### src/design/bgnc_pkg.sv
// Package for the binary grid neighbour count pass unit.
// Holds grid geometry, counter widths, register indexes and the cell rule.
// No dependencies.
`default_nettype none

package bgnc_pkg;

  localparam int unsigned GRID_WIDTH  = 128;
  localparam int unsigned GRID_HEIGHT = 128;
  localparam int unsigned ROW_BYTES   = GRID_WIDTH / 8;

  localparam int unsigned ROW_W = $clog2(GRID_HEIGHT + 1);
  localparam int unsigned COL_W = (ROW_BYTES > 1) ? $clog2(ROW_BYTES) : 1;

  localparam int unsigned CELLS_W  = 8;
  localparam int unsigned OROW_W   = 7;
  localparam int unsigned OCOL_W   = 4;
  localparam int unsigned COUNT_W  = 4;
  localparam int unsigned LINE_W   = 2 * CELLS_W;
  localparam int unsigned ODATA_W  = ((CELLS_W + OROW_W + OCOL_W + 7) / 8) * 8;

  localparam logic [ROW_W-1:0] LAST_ROW   = ROW_W'(GRID_HEIGHT - 1);
  localparam logic [ROW_W-1:0] FLUSH_ROW  = ROW_W'(GRID_HEIGHT);
  localparam logic [COL_W-1:0] LAST_COL   = COL_W'(ROW_BYTES - 1);
  localparam logic [COUNT_W-1:0] MIN_RESET = COUNT_W'(6);
  localparam logic [COUNT_W-1:0] MAX_RESET = COUNT_W'(8);

  typedef enum logic [0:0] {
    REG_MIN_LIVE = 1'b0,
    REG_MAX_LIVE = 1'b1
  } cfg_reg_e;

  typedef struct packed {
    logic [CELLS_W-1:0] top;
    logic [CELLS_W-1:0] mid;
    logic [CELLS_W-1:0] bot;
  } col_t;

  // Each row vector is {left byte bit 0, centre byte, right byte bit 7}.
  function automatic logic [CELLS_W-1:0] smooth_byte(
    input logic [CELLS_W+1:0] top,
    input logic [CELLS_W+1:0] mid,
    input logic [CELLS_W+1:0] bot,
    input logic [COUNT_W-1:0] lo,
    input logic [COUNT_W-1:0] hi
  );
    logic [CELLS_W-1:0] res;
    logic [COUNT_W-1:0] cnt;
    res = '0;
    for (int i = 0; i < CELLS_W; i++) begin
      cnt = COUNT_W'(top[i]) + COUNT_W'(top[i+1]) + COUNT_W'(top[i+2])
          + COUNT_W'(mid[i]) + COUNT_W'(mid[i+2])
          + COUNT_W'(bot[i]) + COUNT_W'(bot[i+1]) + COUNT_W'(bot[i+2]);
      res[i] = (cnt >= lo) && (cnt <= hi);
    end
    return res;
  endfunction

endpackage

`default_nettype wire

### src/design/bgnc_ram.sv
// Generic simple dual-port RAM, one write and one registered read port.
// No dependencies.
`default_nettype none

module bgnc_ram #(
  parameter int unsigned Width = 16,
  parameter int unsigned Depth = 16
) (
  input  wire logic                     clk_i,
  input  wire logic                     we_i,
  input  wire logic [$clog2(Depth)-1:0] waddr_i,
  input  wire logic [Width-1:0]         wdata_i,
  input  wire logic                     re_i,
  input  wire logic [$clog2(Depth)-1:0] raddr_i,
  output logic      [Width-1:0]         rdata_o
);

  logic [Width-1:0] mem_q [Depth];

  always_ff @(posedge clk_i) begin
    if (we_i) begin
      mem_q[waddr_i] <= wdata_i;
    end
    if (re_i) begin
      rdata_o <= mem_q[raddr_i];
    end
  end

endmodule

`default_nettype wire

### src/design/binary_grid_neighbor_count_pass_unit.sv
// Top level of the binary grid neighbour count pass unit.
// Depends on bgnc_pkg and bgnc_ram.
`default_nettype none

// One smoothing pass over a GRID_WIDTH x GRID_HEIGHT binary grid fed in raster
// order, eight cells per input byte (bit 7 leftmost). A result cell is live when
// its count of live neighbours lies in [min, max]; cells beyond the edge count
// as live. Input bytes are taken one per cycle unless the result stream stalls;
// a byte that closes a row yields two results and holds the input until its
// second result is issued, and the final byte of the grid holds the input while
// the last row is read back out of the line store. The rate is set by the single
// result register, which takes one result per cycle unless the result stream
// stalls. The line store is one RAM of ROW_BYTES words, each holding the two
// previous rows of one byte column; every input byte reads its word and writes
// it back shifted. A result is held in the event register and then in the result
// register before it is offered. Write the min/max registers only while idle.
module binary_grid_neighbor_count_pass_unit (
  input  wire logic                             clk_i,
  input  wire logic                             rst_ni,
  // configuration
  input  wire logic                             cfg_valid_i,
  output logic                                  cfg_ready_o,
  input  wire bgnc_pkg::cfg_reg_e               cfg_index_i,
  input  wire logic [bgnc_pkg::COUNT_W-1:0]     cfg_data_i,
  // input stream
  input  wire logic                             s_axis_tvalid,
  output logic                                  s_axis_tready,
  input  wire logic [bgnc_pkg::CELLS_W-1:0]     s_axis_tdata,  // in_cells
  // result stream
  output logic                                  m_axis_tvalid,
  input  wire logic                             m_axis_tready,
  // out_cells [7:0], out_row [14:8], out_column [18:15], zero pad
  output logic [bgnc_pkg::ODATA_W-1:0]          m_axis_tdata,
  output logic                                  m_axis_tlast,  // last_of_run
  output logic                                  m_axis_tuser   // frame_done
);

  import bgnc_pkg::*;

  logic [COUNT_W-1:0] min_q, max_q;

  logic [ROW_W-1:0] in_row_q;
  logic [COL_W-1:0] in_col_q;
  logic             flush_q;
  logic [COL_W-1:0] flush_col_q;

  logic             ev_valid_q, ev_a_q, ev_b_q;
  logic [CELLS_W-1:0] ev_byte_q;
  logic [ROW_W-1:0] ev_row_q;
  logic [COL_W-1:0] ev_col_q;
  logic             ev_virt_q, ev_end_q;

  col_t             prev1_q, prev2_q, cur, left;
  logic [LINE_W-1:0] rdata;

  logic             out_valid_q;
  logic [CELLS_W-1:0] out_cells_q;
  logic [OROW_W-1:0] out_row_q;
  logic [OCOL_W-1:0] out_col_q;
  logic             out_last_q, out_done_q;

  logic             s_acc, in_final, load, out_free, emit, emit_a, emit_b;
  logic             s1_done, s1_free, ram_we;
  logic [CELLS_W-1:0] res_a, res_b;
  logic [ROW_W-1:0] row_m1;
  logic [COL_W-1:0] col_m1;
  logic [31:0]      row_ext, col_ext;

  assign cfg_ready_o = 1'b1;

  assign s_acc    = s_axis_tvalid && s_axis_tready;
  assign in_final = (in_row_q == LAST_ROW) && (in_col_q == LAST_COL);
  assign out_free = !out_valid_q || m_axis_tready;
  assign emit     = ev_valid_q && out_free && (ev_a_q || ev_b_q);
  assign emit_a   = emit && ev_a_q;
  assign emit_b   = emit && !ev_a_q;
  assign s1_done  = ev_valid_q && (!(ev_a_q || ev_b_q) || (out_free && !(ev_a_q && ev_b_q)));
  assign s1_free  = !ev_valid_q || s1_done;
  assign s_axis_tready = s1_free && !flush_q;
  assign load     = s1_free && (s_acc || flush_q);
  assign ram_we   = s1_done && !ev_virt_q;

  bgnc_ram #(
    .Width (LINE_W),
    .Depth (ROW_BYTES)
  ) u_line_store (
    .clk_i   (clk_i),
    .we_i    (ram_we),
    .waddr_i (ev_col_q),
    .wdata_i ({rdata[CELLS_W-1:0], ev_byte_q}),
    .re_i    (load),
    .raddr_i (flush_q ? flush_col_q : in_col_q),
    .rdata_o (rdata)
  );

  always_comb begin
    cur.top = (ev_row_q >= ROW_W'(2)) ? rdata[LINE_W-1:CELLS_W] : '1;
    cur.mid = rdata[CELLS_W-1:0];
    cur.bot = ev_byte_q;
    left    = (ev_col_q == COL_W'(1)) ? '1 : prev2_q;
    res_a = smooth_byte({left.top[0], prev1_q.top, cur.top[CELLS_W-1]},
                        {left.mid[0], prev1_q.mid, cur.mid[CELLS_W-1]},
                        {left.bot[0], prev1_q.bot, cur.bot[CELLS_W-1]},
                        min_q, max_q);
    res_b = smooth_byte({prev1_q.top[0], cur.top, 1'b1},
                        {prev1_q.mid[0], cur.mid, 1'b1},
                        {prev1_q.bot[0], cur.bot, 1'b1},
                        min_q, max_q);
    row_m1  = ev_row_q - ROW_W'(1);
    col_m1  = emit_a ? (ev_col_q - COL_W'(1)) : ev_col_q;
    row_ext = 32'(row_m1);
    col_ext = 32'(col_m1);
  end

  always_ff @(posedge clk_i or negedge rst_ni) begin
    if (!rst_ni) begin
      min_q       <= MIN_RESET;
      max_q       <= MAX_RESET;
      in_row_q    <= '0;
      in_col_q    <= '0;
      flush_q     <= 1'b0;
      flush_col_q <= '0;
      ev_valid_q  <= 1'b0;
      ev_a_q      <= 1'b0;
      ev_b_q      <= 1'b0;
      out_valid_q <= 1'b0;
    end else begin
      if (cfg_valid_i) begin
        unique case (cfg_index_i)
          REG_MIN_LIVE: min_q <= cfg_data_i;
          REG_MAX_LIVE: max_q <= cfg_data_i;
          default: ;
        endcase
      end

      if (s_acc) begin
        if (in_col_q == LAST_COL) begin
          in_col_q <= '0;
          in_row_q <= (in_row_q == LAST_ROW) ? '0 : in_row_q + ROW_W'(1);
        end else begin
          in_col_q <= in_col_q + COL_W'(1);
        end
      end

      if (s_acc && in_final) begin
        flush_q     <= 1'b1;
        flush_col_q <= '0;
      end else if (flush_q && s1_free) begin
        flush_q     <= (flush_col_q != LAST_COL);
        flush_col_q <= (flush_col_q == LAST_COL) ? '0 : flush_col_q + COL_W'(1);
      end

      if (load) begin
        ev_valid_q <= 1'b1;
        if (flush_q) begin
          ev_a_q <= (flush_col_q != '0);
          ev_b_q <= (flush_col_q == LAST_COL);
        end else begin
          ev_a_q <= (in_row_q != '0) && (in_col_q != '0);
          ev_b_q <= (in_row_q != '0) && (in_col_q == LAST_COL);
        end
      end else if (s1_done) begin
        ev_valid_q <= 1'b0;
        ev_a_q     <= 1'b0;
        ev_b_q     <= 1'b0;
      end else if (emit_a) begin
        ev_a_q <= 1'b0;
      end

      if (emit) begin
        out_valid_q <= 1'b1;
      end else if (m_axis_tready) begin
        out_valid_q <= 1'b0;
      end
    end
  end

  always_ff @(posedge clk_i) begin
    if (load) begin
      ev_virt_q <= flush_q;
      if (flush_q) begin
        ev_byte_q <= '1;
        ev_row_q  <= FLUSH_ROW;
        ev_col_q  <= flush_col_q;
        ev_end_q  <= (flush_col_q == LAST_COL);
      end else begin
        ev_byte_q <= s_axis_tdata;
        ev_row_q  <= in_row_q;
        ev_col_q  <= in_col_q;
        ev_end_q  <= !in_final;
      end
    end
    if (s1_done) begin
      prev2_q <= prev1_q;
      prev1_q <= cur;
    end
    if (emit) begin
      out_cells_q <= emit_a ? res_a : res_b;
      out_row_q   <= row_ext[OROW_W-1:0];
      out_col_q   <= col_ext[OCOL_W-1:0];
      out_last_q  <= ev_end_q && (emit_b || !ev_b_q);
      out_done_q  <= emit_b && ev_virt_q;
    end
  end

  assign m_axis_tvalid = out_valid_q;
  assign m_axis_tdata  = ODATA_W'({out_col_q, out_row_q, out_cells_q});
  assign m_axis_tlast  = out_last_q;
  assign m_axis_tuser  = out_done_q;

  a_done_is_last: assert property (@(posedge clk_i) disable iff (!rst_ni)
    m_axis_tvalid && m_axis_tuser |-> m_axis_tlast)
    else $error("frame end without run end");

  a_final_flushes: assert property (@(posedge clk_i) disable iff (!rst_ni)
    s_acc && in_final |=> flush_q && !s_axis_tready)
    else $error("final byte did not start the flush");

  a_pend_needs_event: assert property (@(posedge clk_i) disable iff (!rst_ni)
    (ev_a_q || ev_b_q) |-> ev_valid_q)
    else $error("pending result without event");

  a_second_at_row_end: assert property (@(posedge clk_i) disable iff (!rst_ni)
    emit_b |-> ev_col_q == LAST_COL)
    else $error("row end result away from last column");

endmodule

`default_nettype wire

### config.mk
export PLATFORM = sky130hd
export DESIGN_NAME = binary_grid_neighbor_count_pass_unit
export DESIGN_NICKNAME = d
export VERILOG_FILES = /design/src/design/bgnc_pkg.sv /design/src/design/bgnc_ram.sv /design/src/design/binary_grid_neighbor_count_pass_unit.sv
export SDC_FILE = /design/constraint.sdc
export NUM_CORES = 1
export LEC_CHECK = 0
export ABC_AREA = 1
export BUFFER_PORTS_ARGS = -buffer_cell sky130_fd_sc_hd__buf_4
export CAP_MARGIN = 10
export CORE_ASPECT_RATIO = 1.5
export CORE_MARGIN = 3
export CORE_UTILIZATION = 60
export CTS_CLUSTER_DIAMETER = 60
export DETAILED_ROUTE_END_ITERATION = 8
export GPL_TIMING_DRIVEN = 1
export PLACE_DENSITY = 0.75
export RECOVER_POWER = 25
export SLEW_MARGIN = 20
export SYNTH_ARGS = -nofsm -noshare
export SYNTH_HDL_FRONTEND = slang
export SYNTH_SLANG_ARGS = --single-unit
### constraint.sdc
create_clock -name clk_i -period 8.3 [get_ports clk_i]
set_input_delay 0.83 -clock clk_i [delete_from_list [all_inputs] [get_ports clk_i]]
set_output_delay 0.83 -clock clk_i [all_outputs]
set_load 0.05 [all_outputs]
==> metrics <==
Switching Power=4.36 mW; max_slew headroom=-0.159; Max Freq=0.203 GHz; All-Layer GR Usage=0.280; routability congestion estimate=0.851; n_diodes=0; starting DRC count in detailed routing=between 1k and 1.5k; Via Count=between 15k and 20k; fin cells=2,652; Int Power=~5.7 mW; Tmin final=slightly below 5 ns; most numerous cell in the Yosys netlist=inv_1; Top Ports=47; Seq pwr share=0.261; flops & latches, synth=371; HP Class=register to register; Final setup viols=0; CTS root buf=clkbuf_16; final instance area=23,400 um2; worst r2r src=ev_row_q[0]; Logic pwr share=0.574; status=finished, violations left; top cell type by total area after synthesis=edfxtp_1; share of cells above drive strength 1=0.0702; PortBufs=40; die width=approximately 160 um; Worst Skew=0.0214 ns; DR pass1 iterations=6; setup_tns=0 ns; area share of the largest cell type after synthesis=0.480; crit path DAT=5.21 ns; met3 usage=0.0363; fillcell total=2,708; clock slew at reported path FFs=0.07 ns; Hold Path Stages=2; Via-to-Cell Ratio=roughly 5.7; failing checks=max-capacitance violations, max-slew violations; Num CTS Buffers=37; power density over the cells=431 nW/um2; Post-synth top flop=edfxtp_1; number of synthesized flops with an enable pin=342; r2r setup slk=3.38 ns; worst-skew pair later-pin latency=0.54 ns; Sink Count=about 370; Critical Path Fanout Max=8; die height=237 um; Mapped Avg Cell Area=between 10 and 15 um2; number of global-route vias before repair=15.9k; placed cell count=2,584; initial antenna violation count=0; Pleak=10.7 nW; wire length per cell=19.9 um; Synth top cells by count=inv_1 (425), nand3_1 (398), edfxtp_1 (342); Placed Area=22,200 um2; GRT overflow=0; core area=roughly 35,000 um2; Row Count=84; Seq/Total Area, Yosys=0.514; Synth warnings=0; switch share=0.433; met2 GRT Util=0.502; Mapped Cells=2,108; Min-Delay Startpoint=max_q[1]; synth top area cells=edfxtp_1 (48%), ha_1 (11%), nand3_1 (9.3%); Clock power frac=0.165; WL final=between 50,000 and 60,000 um; CTS max path bufs=3; crit end category=register; Die ar.=38,000 um2; gr busiest metal=met2; first-pass GRT wire length=83,500 um; CTS hold repair buffers=0; DRC=0; unrepaired setup endpoints after global routing=false; Hold Violations, Final=0; crit share post-route=0.593; Layout Nets=around 2.4k; postcts setup bufs=0; Max-Cap Viols=2; Final Max Tran Viols=50; largest net degree at the start of global routing=102; synthesized area=21,400 um2; post-synth cell types=37; Detail Route Antenna Nets=0; starting density of the core=0.610; CTS tree=yes; R2R depth=19; worst vdd ir=199 uV; # H-tree levels=2; Worst Setup SP=ev_row_q[0]; share of flip-flops with an asynchronous set or reset=0.0782; DP HPWL=33,400 um; area grow syn2layout=9.29%; Startpoint Class=register; crit path kind=register to register; slew at the pin with the worst max-slew slack=between 1.5 and 2 ns; routing usage on met1=0.321; WP data required=8.59 ns; post-cts resize count=0
==> cell usage in the layout, fill, tap and decap left out, types with 10 or more instances in the layout <==
master	netlist	layout
fa_1	62	62
nand3_1	398	398
ha_1	189	189
o21ai_0	43	43
xor2_1	25	25
or2_2	10	10
buf_4	17	62
nand2_1	303	302
clkbuf_16	0	39
nor2_1	60	52
edfxtp_1	342	342
clkinv_1	1	13
nand4_1	20	20
o21bai_1	16	16
nand3b_1	33	33
a21oi_1	41	41
clkbuf_1	17	11
dfrtp_1	26	26
inv_1	425	425
==> per-layer routing <==
metal	wire length, um	vias up	part of all wire
met2	27000	623	0.51
met1	19000	7278	0.36
met4	3280	0	0.062
met5	0	-	0
met3	3410	183	0.065
li1	-	7104	-
==> per-stage QoR <==
stage / util / setup WS, ns / power [mW] / hold WS [ns]
2_1_floorplan: - / 4.04 / 6.88 / 0.426
3_3_place_gp: 0.633 / 3.50 / 7.86 / 0.472
3_5_place_dp: 0.633 / 3.36 / 8.38 / 0.475
4_1_cts: 0.667 / 3.35 / 10.1 / 0.219
5_1_grt: 0.667 / 3.08 / 11.1 / 0.497
6_report: 0.667 / 3.38 / 10.1 / 0.486
==> power by group through the flow <==
stage	registers (mW)	clock network, mW	logic [mW]
global placement	2.66	0	5.20
detailed placement	2.67	0	5.71
floorplan	2.63	0	4.24
global route	2.65	1.76	6.67
CTS	2.63	1.68	5.76
finish	2.63	1.66	5.79
==> flip-flops by register name, indices dropped and copies added (netlist names), 3 cells and up <==
register              count
min_q                     4
in_col_q                  4
out_row_q                 7
prev2_q                   3
max_q                     4
flush_col_q               4
ev_row_q                  8
u_line_store.rdata_o     16
out_col_q                 4
in_row_q                  8
out_cells_q               8
u_line_store.mem_q      256
ev_col_q                  4
prev1_q                  24
ev_byte_q                 8
==> logic make-up (layout without fill, tap and decap cells) <==
kind of cell | count (synthesis) | count (layout) | share of synthesized area
adder cells (fa/ha/maj) | 251 | 251 | 0.168
XOR/XNOR | 29 | 29 | 0.0119
flip-flops | 371 | 371 | 0.514
AO/OA/AOI/OAI | 118 | 118 | 0.0320
other | 2 | 6 | 0.000351
buffers and inverters | 500 | 567 | 0.0929
AND/OR/NAND/NOR | 837 | 837 | 0.181
==> worst max-delay path, cell delays in order (launching register included) <==
cell	delay [ns]
edfxtp_1	0.34
inv_1	0.09
ha_1	0.21
nor2_1	0.08
nand2_1	0.06
nor2_1	0.55
nor2_1	0.26
fa_1	0.56
fa_1	0.42
fa_1	0.49
inv_1	0.04
ha_1	0.19
fa_1	0.38
xor2_1	0.18
ha_1	0.31
nand2_1	0.08
o21ai_0	0.19
o21ai_0	0.11
nand3_1	0.08
nand2_1	0.05
==> area by class of cell <==
| cell class | count | area (um2) | area share |
|---|---|---|---|
| sequential | 371 | 11000 | 0.470 |
| multi-input combinational | 1241 | 8500 | 0.363 |
| inverter | 429 | 1610 | 0.0688 |
| clock buffer | 44 | 995 | 0.0425 |
| tap | 473 | 592 | 0.0253 |
| timing repair buffer | 70 | 507 | 0.0217 |
| clock inverter | 24 | 198 | 0.00845 |
==> path summary, 6_finish.rpt <==
| kind | endpoint |
|---|---|
| min in group asynchronous | in_col_q[2] |
| hold / removal | max_q[1] |
| hold reg to reg | max_q[1] |
| max in group asynchronous | in_row_q[1] |
| setup reg to reg | out_cells_q[5] |
| setup / recovery | out_cells_q[5] |
No activity file was read; power rests on OpenSTA's default activity.
